File: config.mk
export PLATFORM = sky130hd
export DESIGN_NAME = tick_to_seconds_fractional_divider
export DESIGN_NICKNAME = d
export VERILOG_FILES = /design/src/rtl/tsfd_pkg.sv /design/src/rtl/tsfd_step.sv /design/src/rtl/tick_to_seconds_fractional_divider.sv
export SDC_FILE = /design/constraint.sdc
export NUM_CORES = 1
export LEC_CHECK = 0
export BUFFER_PORTS_ARGS = -buffer_cell sky130_fd_sc_hd__buf_4
export CORE_UTILIZATION = 30
export DETAILED_ROUTE_END_ITERATION = 16
export RECOVER_POWER = 25
export SLEW_MARGIN = 20
export SYNTH_ARGS = -nofsm -noshare
export SYNTH_HDL_FRONTEND = slang
export SYNTH_HIERARCHICAL = 1
export SYNTH_SLANG_ARGS = --single-unit
File: constraint.sdc
create_clock -name clk -period 11.71 [get_ports clk]
set_input_delay 1.7565 -clock clk [delete_from_list [all_inputs] [get_ports clk]]
set_output_delay 1.7565 -clock clk [all_outputs]
set_load 0.005 [all_outputs]
File: src/rtl/tsfd_pkg.sv
package tsfd_pkg;

  localparam int unsigned TickW = 16;
  localparam int unsigned FracW = 15;
  localparam int unsigned CfgIdxW = 8;

  localparam logic [TickW-1:0] PeriodReset = 16'd1000;
  localparam logic [FracW-1:0] DenReset = 15'd1;
  localparam logic [TickW-1:0] ElapGuard = 16'hffff;

  // register indexes on the configuration port
  localparam logic [CfgIdxW-1:0] RegPeriodInt = 8'd0;
  localparam logic [CfgIdxW-1:0] RegFracEnable = 8'd1;
  localparam logic [CfgIdxW-1:0] RegFracNum = 8'd2;
  localparam logic [CfgIdxW-1:0] RegFracDen = 8'd3;

  typedef struct packed {
    logic [TickW-1:0] period_int;
    logic             frac_enable;
    logic [FracW-1:0] frac_num;
    logic [FracW-1:0] frac_den;
  } cfg_t;

  // timekeeping state carried between passes
  typedef struct packed {
    logic [TickW-1:0] cnt;
    logic [TickW-1:0] bnd;
    logic [TickW-1:0] err;
  } tk_state_t;

endpackage

File: src/rtl/tsfd_step.sv
module tsfd_step (
  input  tsfd_pkg::cfg_t              cfg,
  input  logic [tsfd_pkg::TickW-1:0]  now,
  input  logic                        first,
  input  tsfd_pkg::tk_state_t         cur,
  output tsfd_pkg::tk_state_t         nxt,
  output logic                        more
);

  logic [tsfd_pkg::TickW-1:0] per;
  logic [tsfd_pkg::TickW:0]   step;
  logic [tsfd_pkg::TickW-1:0] elap;
  logic [tsfd_pkg::TickW-1:0] inc;
  logic [tsfd_pkg::TickW-1:0] err_sum;
  logic [tsfd_pkg::TickW-1:0] den16;
  logic                       pull_back;
  logic [tsfd_pkg::TickW-1:0] bnd_adv;

  always_comb begin
    // zero period counts as one tick
    per   = (cfg.period_int == '0) ? {{(tsfd_pkg::TickW-1){1'b0}}, 1'b1} : cfg.period_int;
    step  = {1'b0, per} + {{tsfd_pkg::TickW{1'b0}}, 1'b1};
    den16 = {1'b0, cfg.frac_den};
    inc   = den16 - {1'b0, cfg.frac_num};

    // continue test on the current boundary
    elap = now - cur.bnd;
    if (cfg.frac_enable) begin
      more = ({1'b0, elap} >= step);
    end else begin
      more = (elap >= per) && (first || (elap != tsfd_pkg::ElapGuard));
    end

    // one catch-up pass
    nxt.cnt = cur.cnt + {{(tsfd_pkg::TickW-1){1'b0}}, 1'b1};
    if (cfg.frac_enable) begin
      err_sum   = cur.err + inc;
      pull_back = (err_sum >= den16);
      bnd_adv   = cur.bnd + step[tsfd_pkg::TickW-1:0];
      nxt.err   = pull_back ? (err_sum - den16) : err_sum;
      nxt.bnd   = pull_back ? (bnd_adv - {{(tsfd_pkg::TickW-1){1'b0}}, 1'b1}) : bnd_adv;
    end else begin
      err_sum   = cur.err;
      pull_back = 1'b0;
      bnd_adv   = cur.bnd + per;
      nxt.err   = cur.err;
      nxt.bnd   = bnd_adv;
    end
  end

endmodule

File: src/rtl/tick_to_seconds_fractional_divider.sv
// tick snapshot to seconds converter with integer or fractional period
//
// input channel: in_valid / in_stall carry one tick snapshot (in_tick_now);
// the item is taken when in_valid is high and in_stall low. in_stall is high
// while an item is being worked on, so one item is in the block at a time.
// result channel: out_valid / out_stall carry tick value, seconds count and
// the second_advanced flag from an output register; a stalled result holds.
// config channel: cfg_valid / cfg_ready with cfg_index (0 period_int,
// 1 frac_enable, 2 frac_num, 3 frac_den) and cfg_data; other indexes ignored.
// catch-up: the single step unit makes one catch-up pass per elapsed second,
// each pass a step state followed by a check state, and after the last check
// the result is loaded into the output register; the next item is taken
// only once the block is back in idle, which it enters as the result is loaded
// a stalled result holds the finished item until the output register frees
// reset: seconds, boundary and error clear to zero, period_int 1000,
// frac_enable 0, frac_num 0, frac_den 1, no result pending
module tick_to_seconds_fractional_divider (
  input  logic                          clk,
  input  logic                          rst_n,
  input  logic                          in_valid,
  output logic                          in_stall,
  input  logic [tsfd_pkg::TickW-1:0]    in_tick_now,
  output logic                          out_valid,
  input  logic                          out_stall,
  output logic [tsfd_pkg::TickW-1:0]    out_tick_value,
  output logic [tsfd_pkg::TickW-1:0]    out_seconds,
  output logic                          out_second_advanced,
  input  logic                          cfg_valid,
  output logic                          cfg_ready,
  input  logic [tsfd_pkg::CfgIdxW-1:0]  cfg_index,
  input  logic [tsfd_pkg::TickW-1:0]    cfg_data
);

  typedef enum logic [1:0] {ST_IDLE, ST_CHECK, ST_STEP, ST_DONE} state_t;

  state_t                     state_r, state_nxt;
  tsfd_pkg::cfg_t             cfg_r, cfg_nxt;
  tsfd_pkg::tk_state_t        tk_r, tk_nxt;
  tsfd_pkg::tk_state_t        step_res;
  logic [tsfd_pkg::TickW-1:0] now_r, now_nxt;
  logic                       first_r, first_nxt;
  logic                       adv_r, adv_nxt;
  logic                       more;
  logic                       out_free;
  logic                       ov_r, ov_nxt;
  logic [tsfd_pkg::TickW-1:0] otick_r, otick_nxt;
  logic [tsfd_pkg::TickW-1:0] osec_r, osec_nxt;
  logic                       oadv_r, oadv_nxt;

  // one catch-up pass and the continue test
  tsfd_step u_step (
    .cfg   (cfg_r),
    .now   (now_r),
    .first (first_r),
    .cur   (tk_r),
    .nxt   (step_res),
    .more  (more)
  );

  assign cfg_ready = 1'b1;
  assign in_stall  = (state_r != ST_IDLE);
  // output register free now or emptied at this edge
  assign out_free  = !ov_r || !out_stall;

  assign out_valid           = ov_r;
  assign out_tick_value      = otick_r;
  assign out_seconds         = osec_r;
  assign out_second_advanced = oadv_r;

  always_comb begin
    state_nxt = state_r;
    cfg_nxt   = cfg_r;
    tk_nxt    = tk_r;
    now_nxt   = now_r;
    first_nxt = first_r;
    adv_nxt   = adv_r;
    ov_nxt    = ov_r && out_stall;
    otick_nxt = otick_r;
    osec_nxt  = osec_r;
    oadv_nxt  = oadv_r;

    if (cfg_valid && cfg_ready) begin
      case (cfg_index)
        tsfd_pkg::RegPeriodInt:  cfg_nxt.period_int  = cfg_data;
        tsfd_pkg::RegFracEnable: cfg_nxt.frac_enable = cfg_data[0];
        tsfd_pkg::RegFracNum:    cfg_nxt.frac_num    = cfg_data[tsfd_pkg::FracW-1:0];
        tsfd_pkg::RegFracDen:    cfg_nxt.frac_den    = cfg_data[tsfd_pkg::FracW-1:0];
        default: ;
      endcase
    end

    case (state_r)
      ST_IDLE: begin
        if (in_valid) begin
          now_nxt   = in_tick_now;
          first_nxt = 1'b1;
          adv_nxt   = 1'b0;
          state_nxt = ST_CHECK;
        end
      end
      ST_CHECK: begin
        state_nxt = more ? ST_STEP : ST_DONE;
      end
      ST_STEP: begin
        tk_nxt    = step_res;
        first_nxt = 1'b0;
        adv_nxt   = 1'b1;
        state_nxt = ST_CHECK;
      end
      ST_DONE: begin
        if (out_free) begin
          ov_nxt    = 1'b1;
          otick_nxt = now_r;
          osec_nxt  = tk_r.cnt;
          oadv_nxt  = adv_r;
          state_nxt = ST_IDLE;
        end
      end
      default: state_nxt = ST_IDLE;
    endcase
  end

  always_ff @(posedge clk) begin
    if (!rst_n) begin
      state_r            <= ST_IDLE;
      cfg_r.period_int   <= tsfd_pkg::PeriodReset;
      cfg_r.frac_enable  <= 1'b0;
      cfg_r.frac_num     <= '0;
      cfg_r.frac_den     <= tsfd_pkg::DenReset;
      tk_r               <= '0;
      first_r            <= 1'b0;
      adv_r              <= 1'b0;
      ov_r               <= 1'b0;
    end else begin
      state_r <= state_nxt;
      cfg_r   <= cfg_nxt;
      tk_r    <= tk_nxt;
      first_r <= first_nxt;
      adv_r   <= adv_nxt;
      ov_r    <= ov_nxt;
    end
    now_r   <= now_nxt;
    otick_r <= otick_nxt;
    osec_r  <= osec_nxt;
    oadv_r  <= oadv_nxt;
  end

`ifndef SYNTHESIS
  // an accepted item always goes to the continue test first
  a_accept_check: assert property (@(posedge clk) disable iff (!rst_n)
    (in_valid && !in_stall) |=> (state_r == ST_CHECK && first_r))
    else $error("accepted item did not enter check");

  // each pass advances the seconds count by exactly one
  a_step_count: assert property (@(posedge clk) disable iff (!rst_n)
    (state_r == ST_STEP) |=> (tk_r.cnt == $past(tk_r.cnt) + 16'd1 && adv_r))
    else $error("catch-up pass did not advance seconds by one");

  // a finished item with a free output slot is presented next cycle
  a_done_load: assert property (@(posedge clk) disable iff (!rst_n)
    (state_r == ST_DONE && out_free) |=> (out_valid && state_r == ST_IDLE
      && out_seconds == tk_r.cnt))
    else $error("finished item not loaded into output register");

  // seconds only move while an item is being worked on
  a_cnt_quiet: assert property (@(posedge clk) disable iff (!rst_n)
    (state_r == ST_IDLE || state_r == ST_DONE) |=> $stable(tk_r))
    else $error("timekeeping state changed outside a pass");
`endif

endmodule

* Word level (Yosys, flattened, before mapping)
Cells that the tools add are included.
Storage, ports and cells: logic and storage cells 71, input bits 45, bits in registers 149, output and inout port bits 36
Operators by class: muxes and demuxes 15, add/sub/neg operators 9, eq/ne operators 9, reductions and logical operators 20, magnitude comparators 3
Operators by type and width (number):
- adder 16 bit | 3
- two-way mux 16 bit | 3
- two-way mux 32 bit | 1
- AND reduction 2 bit | 9
- adder 16 x 1 -> 17 bit (second input constant) | 1
- greater-or-equal comparator 16 x 17 -> 1 bit | 1
- adder 16 x 1 -> 16 bit (second input constant) | 1
- == test 8 x 2 -> 1 bit (second input constant) | 2
- greater-or-equal comparator 16 x 15 -> 1 bit | 1
- greater-or-equal comparator 16 bit | 1
- logical NOT 16 bit | 1
- inequality test 16 bit (second input constant) | 1
- subtractor 15 x 15 -> 16 bit | 1
- subtractor 16 x 1 -> 16 bit (second input constant) | 1
- subtractor 16 x 15 -> 16 bit | 1
- subtractor 16 bit | 1
- == test 8 x 1 -> 1 bit (second input constant) | 1
- logical NOT 8 bit | 1
- case mux 2 bit (4 select lines) | 1
- two-way mux 1 bit | 6
- == test 2 bit (second input constant) | 2
- two-way mux 2 bit | 2
- inequality test 2 bit (second input constant) | 2
- case mux 1 bit (2 select lines) | 2
- other kinds (6) | 10

* Longest topological paths before layout
Gate-level depths: netlist of run 1.
word-level depth 7, depth in mapped cells 25, mapped depth without buffers 23

* Modules after synthesis
The synthesis of run 1 kept the hierarchy.
Modules (own cells, without submodules):
- tsfd_step | sequential area each 0.0 um2, area an instance 6382.4 um2, cells each 908, instances 1
- tick_to_seconds_fractional_divider | sequential area each 3473.3 um2, area an instance 5327.6 um2, cells each 464, instances 1

* Worst setup path after synthesis of run 1
Ideal clock, no wire load.
path type register to register, start point register cfg_r[8] in the netlist's numbering, end point register tk_r[31] in the netlist's numbering, required time 11634 ps, setup time 76 ps, clock period less this slack 4536 ps, path buffers 1, cell stages (with the launch flop) 25, arrival 4460 ps, path slack 7174 ps, cell sequence dfxtp_1 inv_1 fa_1 inv_1 ha_1 a21o_1 a21oi_1 o21ai_0 a31oi_1 o21bai_1 a21oi_1 xor2_1 inv_1 ha_1 nand3_1 nor4_1 nor4_1 a221oi_2 a31oi_1 buf_6 nor3_1 a31oi_1 o31ai_2 nand2_1 a21boi_0
RTL lines:
- start, declared | RTL line tick_to_seconds_fractional_divider.sv:37 | tsfd_pkg::cfg_t cfg_r, cfg_nxt;
- start signal, assigned | RTL line tick_to_seconds_fractional_divider.sv:136 | cfg_r <= cfg_nxt;
- end signal, assigned | RTL line tick_to_seconds_fractional_divider.sv:137 | tk_r <= tk_nxt;
- end, declared | RTL line tick_to_seconds_fractional_divider.sv:38 | tsfd_pkg::tk_state_t tk_r, tk_nxt;

==> results of run 1 <==
[cell usage in the layout (no fill, tap or decap), types with 48 or more instances in the layout]
cell and count:
buf_4 69, ha_1 107, mux2i_1 54, edfxtp_1 49, a21boi_0 48, a21oi_1 79, dfxtp_1 99, inv_1 130
nand2_1 203, nor2_1 67, xnor2_1 70
[metal layers]
| metal | GRT usage | routed length, µm | part of all wire |
|---|---|---|---|
| met1 | 0.202 | 14000 | 0.48 |
| met2 | 0.244 | 13500 | 0.46 |
| met3 | 0.0302 | 1230 | 0.042 |
| met4 | 0.0399 | 374 | 0.013 |
| met5 | 0 | 0 | 0 |
[logic make-up (layout without fill, tap and decap cells)]
kind of cell	Yosys count	count (layout)	synth area share
simple gates	461	461	0.196
other cells	1	1	0.000320
xor+xnor	100	100	0.0754
flops	149	149	0.297
mux	55	55	0.0471
compound gates	289	289	0.166
buf+inv	190	251	0.0705
fa+ha+maj	127	127	0.148
[power by group through the flow]
| stage | Combinational, µW | Clock, µW | Sequential (µW) |
|---|---|---|---|
| finish | 271 | 583 | 556 |
| floorplan | 199 | 0 | 563 |
| detailed placement | 267 | 0 | 567 |
| CTS | 270 | 603 | 556 |
| global placement | 263 | 0 | 567 |
| global route | 302 | 623 | 557 |
[sequential cells by signal, summed over array words and instances, names as in the netlist]
register / cells
out_valid: 1
out_tick_value: 16
state_r: 2
cfg_r: 47
first_r: 1
out_seconds: 16
now_r: 16
tk_r: 48
out_second_advanced: 1
adv_r: 1
[stage by stage]
step | util | power, µW | setup slack (ns) | cells
6_report | 0.346 | 1410 | 6.19 | 1951
5_1_grt | 0.346 | 1480 | 5.83 | 1951
4_1_cts | 0.345 | 1430 | 6.31 | 1950
3_5_place_dp | 0.330 | 835 | 6.34 | 1918
3_3_place_gp | 0.330 | 830 | 6.48 | 1918
2_1_floorplan | - | 762 | 7.17 | 1372
[critical path: stages, from the launching register on]
cell	delay [ns]
dfxtp_1	0.33
inv_1	0.08
fa_1	0.56
inv_1	0.05
ha_1	0.33
a21o_1	0.18
a21oi_1	0.26
o21ai_0	0.26
a31oi_1	0.36
o21bai_1	0.10
a21oi_1	0.17
xor2_1	0.20
inv_1	0.07
ha_1	0.39
nand3_1	0.12
nor4_1	0.28
nor4_1	0.10
a221oi_2	0.30
a31oi_2	0.08
buf_4	0.29
or2_1	0.33
o41ai_1	0.28
a31oi_1	0.13
nand2_1	0.09
a21boi_1	0.06
[worst max-delay path by stage]
stage	endpoint	slack (ns)	cells after the start
floorplan	tk_r[31]	7.17	24
global placement	tk_r[28]	6.48	24
detailed placement	tk_r[28]	6.34	24
CTS	tk_r[28]	6.31	24
global route	tk_r[28]	5.83	24
finish	tk_r[28]	6.19	24
[layout make-up]
class | instances | area (µm²) | share of cell area
repair buffers | 88 | 673 | 0.0505
well taps | 518 | 648 | 0.0486
inverters | 131 | 493 | 0.0370
flip-flops and latches | 149 | 3470 | 0.261
clock buffers | 19 | 433 | 0.0325
clock inverters | 13 | 174 | 0.0130
multi-input cells | 1033 | 7440 | 0.558
==> results.ini, run 1 <==
[power_and_ir_drop]
internal_power_uw=998
vdd_drop_max_uv=103
swShare=0.292
powerDensity_nw_per_um2=106
seq_power_share=0.394
p_switching_uw=412
clkPwrFrac=0.414
cellLeakagePower_uw=0.00546
power_frac_comb=0.192

[logic_synthesis]
synth_cell_type_count=88
ys_ff_latch=149
syn-cell-area_um2=11700
yosys.area.top_type=dfxtp_1
synth_edf_count=49
yosys-top-cells-count=203 x nand2_1, 130 x inv_1, 107 x ha_1
postSynthAreaPerCell_um2=8.53
synth.most_common_cell=nand2_1
async_flop_share=0
synth_area_leaders=dfxtp_1 17%, edfxtp_1 13%, ha_1 11%
syn-num-nets=1543
synthCells=1372
ys_warn_count=6
synth.yosys.seq_area_share=0.297
dominantRegCellSynth=dfxtp_1
yosysTopAreaCellShare=0.171

[critical_path]
r2r_cells=24
r2r_slack_ns=6.19
r2r_end=tk_r[28]
critPathKind=reg -> reg
endpoint_kind=register
required_ns=12.05
startpoint=cfg_r[8]
cp-start-kind=register
crit_arrival_ns=5.86
regToRegStartpoint=cfg_r[8]
worstPathMaxFanout=38

[floorplan]
initial_core_util=0.304
dieArea_um2=39800
num_io_pins=81
core_area_um2=38600
die_height_um=200
die_w_um=200
num_rows=72

[cts]
clk_latency_ns=0.45
clockBufferDepth=2
cts_sinks=149
cts_buffers=17
cts-resized-gates=0
h-tree-depth=4
postCtsSetupBuffers=0
cts_root_buffer=clkbuf_16
cts_hold_buf=0
cts_tree=done
path_clk_slew_ns=0.07

[detailed_routing]
wl_um=29100
initialDrtViolationCount=555
vias_per_cell=4.95
drtPass1Iterations=5
wire_per_inst_um=14.9
ant_nets=0
drc=0
num_vias=9662

[sta]
max_freq_mhz=181
finalSetupViolations=0
max_slew_margin=0.321
whs_ns=0.437
worst_pin_slew_ns=1.02
slew_viol_final=0
fin_skew_ns=0.00735
hold_violations=0
rsz0062_at_grt=no
finalCriticalPeriod_ns=5.52
finalCritPeriodShare=0.472
fin_setup_tns_ns=0

[hold_path]
min_from=adv_r
hold_class=reg -> reg
hold_depth=0
hold_end=out_second_advanced

[grt]
grt_pass1_vias=9040
grt_max_degree=97
track_usage=0.151
antenna_found_initial=0
grt_pass1_wl_um=46800
grt_overflow=0

[placement]
place_congestion=0.861
io_buffer_count=79
dp_hpwl_um=21900
placed_cell_area_um2=12700

[flow_run]
drv_cap=0

[layout]
fillerInstances=4023
fin_area_um2=13300
area_delta_synth_final_pct=13.9
drive_above_1_share=0.105
nets=1591
n_antenna_cell=0

[status]
status=completed

(Power assumes the default switching activity.)
==> run 2, diff against run 1 <==
- clock period: 11.71 -> 5.25 ns (I/O delays scaled with it)
==> run 2 against run 1 <==
  * Sequential power grew 120%
  * Via count grew 1.0%
  * First-iteration DRC count is 6.1% lower
  * Final area is 2.3% higher
  * Worst setup slack got worse by 6.0 ns
  * Global-route usage rose by 0.18 points
  * Critical path type unchanged
==> results.ini, run 2 (synthesized netlist as in run 1, its figures left out) <==
[status]
status=completed

[layout]
final_common_cell=nand2_1
fin_area_um2=13600  ; +2.3%
reg.largest.list=tk_r x48, cfg_r x47
fillerInstances=4030  ; +0.17%
area_delta_synth_final_pct=16.5
seqCellArea_um2=3470  ; unchanged
nets=1611  ; +1.3%
largest_reg_flops=48  ; unchanged
multiInputGateArea_um2=7580  ; +1.9%
drive_above_1_share=0.131  ; +0.0261
mostFrequentLayoutCells=203 x nand2_1, 129 x inv_1, 104 x ha_1
n_antenna_cell=0  ; unchanged
top_register=tk_r
final_cells=1971  ; +1.0%

[hold_path]
hold_class=reg -> reg
hold_end=out_second_advanced
hold_depth=0  ; unchanged
min_from=adv_r

[sta]
slew_viol_final=0  ; unchanged
finalSetupViolations=0  ; unchanged
hold_violations=0  ; unchanged
finalCriticalPeriod_ns=5.03  ; -0.492 ns
max_freq_mhz=199  ; +9.8%
max_slew_margin=0.320  ; -0.000576
fin_setup_tns_ns=0  ; unchanged
finalCritPeriodShare=0.958  ; +0.487
whs_ns=0.445  ; +0.00793 ns
fin_skew_ns=0.0113  ; +0.00392 ns
worst_pin_slew_ns=1.02  ; +0.000865 ns

[placement]
placed_cell_area_um2=12800  ; +0.53%
io_buffer_count=79  ; unchanged
place_congestion=0.910  ; +5.7%
dp_hpwl_um=22100  ; +1.0%
place_inst=1927  ; +0.47%

[critical_path]
required_ns=5.59  ; -6.46 ns
path_common_cell=inv_1
endpoint_kind=register
critPathKind=reg -> reg
worstPathMaxFanout=6  ; -84%
crit_slowest_cell=fa_1
r2r_slack_ns=0.22  ; -5.97 ns
cp-start-kind=register
cp_slowest_stage_delay_ns=0.53  ; -0.03 ns
r2r_end=tk_r[28]
r2r_cells=25  ; +4.2%
crit_arrival_ns=5.37  ; -0.49 ns
regToRegStartpoint=cfg_r[3]

[power_and_ir_drop]
p_switching_uw=962  ; +130%
swShare=0.302  ; +0.00972
vdd_drop_max_uv=234  ; +130%
power_frac_comb=0.205  ; +0.013
cellLeakagePower_uw=0.00558  ; +2.3%
internal_power_uw=2230  ; +120%
seq_power_share=0.388  ; -0.006
powerDensity_nw_per_um2=234  ; +120%
p_total_uw=3190  ; +130%
clkPwrFrac=0.407  ; -0.007

[detailed_routing]
vias_per_cell=4.95  ; about the same
initialDrtViolationCount=521  ; -6.1%
drtPass1Iterations=5  ; unchanged
wire_per_inst_um=15.3  ; +2.3%
drc=0  ; unchanged
num_vias=9759  ; +1.0%
wl_um=30100  ; +3.4%
ant_nets=0  ; unchanged

[floorplan]
num_rows=72  ; unchanged
dieArea_um2=39800  ; unchanged
core_area_um2=38600  ; unchanged
die_w_um=200  ; unchanged
num_io_pins=81  ; unchanged
initial_core_util=0.304  ; unchanged
die_height_um=200  ; unchanged

[cts]
path_clk_slew_ns=0.07  ; about the same
cts_tree=done
cts_hold_buf=0  ; unchanged
h-tree-depth=4  ; unchanged
cts_sinks=149  ; unchanged
cts_buffers=17  ; unchanged
clockBufferDepth=2  ; unchanged
cts_root_buffer=clkbuf_16
clk_latency_ns=0.45  ; about the same

[grt]
track_usage=0.152  ; +0.00178
antenna_found_initial=0  ; unchanged
grt_pass1_vias=9170  ; +1.4%
grt_max_degree=96  ; -1.0%
grt_pass1_wl_um=47500  ; +1.4%
grt_overflow=0  ; unchanged

[flow_run]
drv_cap=0  ; unchanged

## run 2: cell count changes in the layout (fill, tap and decap cells not counted), sizes merged
cell	delta
clkinv	-1
clkbuf	-2
a31oi	+1
buf	+20
bufinv	-1
inv	+3
## run 2: worst max-delay path, delay by kind of cell (launching register included)
| family | cells | cell delay (ns) |
|---|---|---|
| DFF | 1 | 0.33 |
| buffers and inverters | 5 | 0.63 |
| AOI/OAI and AO/OA | 9 | 1.42 |
| adders and majority gates | 3 | 1.19 |
| xor gates and xnor gates | 1 | 0.20 |
| and+or+nand+nor | 7 | 1.15 |
## run 2: layer usage
layer / GRT usage / up-vias / share of wire
li1: - / 4928 / -
met1: 0.206 / 4569 / 0.47
met2: 0.248 / 225 / 0.46
met3: 0.0250 / 37 / 0.050
met4: 0.0444 / 0 / 0.018
met5: 0 / - / 0
## run 2: what timing repair did
action / in CTS / in global routing
endpoints found under the hold margin: 0 / 0
endpoints found under the setup margin: 0 / 32
buffers inserted: 0 / 9
resized for setup: 0 / 31
## run 2: cell type report
type	instances	area share
multi-input cells	1034	0.556
flip-flops and latches	149	0.255
repair buffers	107	0.0615
well taps	518	0.0475
inverters	131	0.0361
clock buffers	18	0.0322
clock inverters	14	0.0121
## run 2: how the worst max path moves through the flow
stage / to / cells past startpoint / startpoint / slack (ns)
2_1_floorplan: tk_r[31] / 24 / cfg_r[8] / 0.71
3_3_place_gp: tk_r[14] / 21 / cfg_r[1] / 0.21
3_5_place_dp: tk_r[28] / 24 / cfg_r[8] / 0.06
4_1_cts: tk_r[28] / 24 / cfg_r[8] / 0.00001
5_1_grt: tk_r[28] / 25 / cfg_r[5] / -0.09
6_report: tk_r[28] / 25 / cfg_r[3] / 0.22
## run 2: metrics by stage
step	utilization	setup WS, ns
after detailed placement	0.331	0.0609
after global routing	0.354	-0.0861
after CTS	0.347	0.0000129
after global placement	0.331	0.207
final	0.354	0.218
after floorplan	-	0.714
## run 2: power groups by stage
stage | clock network (µW) | registers [µW] | logic (µW)
6_report | 1300 | 1240 | 652
5_1_grt | 1380 | 1240 | 723
4_1_cts | 1340 | 1240 | 612
3_5_place_dp | 0 | 1270 | 606
3_3_place_gp | 0 | 1260 | 596
2_1_floorplan | 0 | 1260 | 443
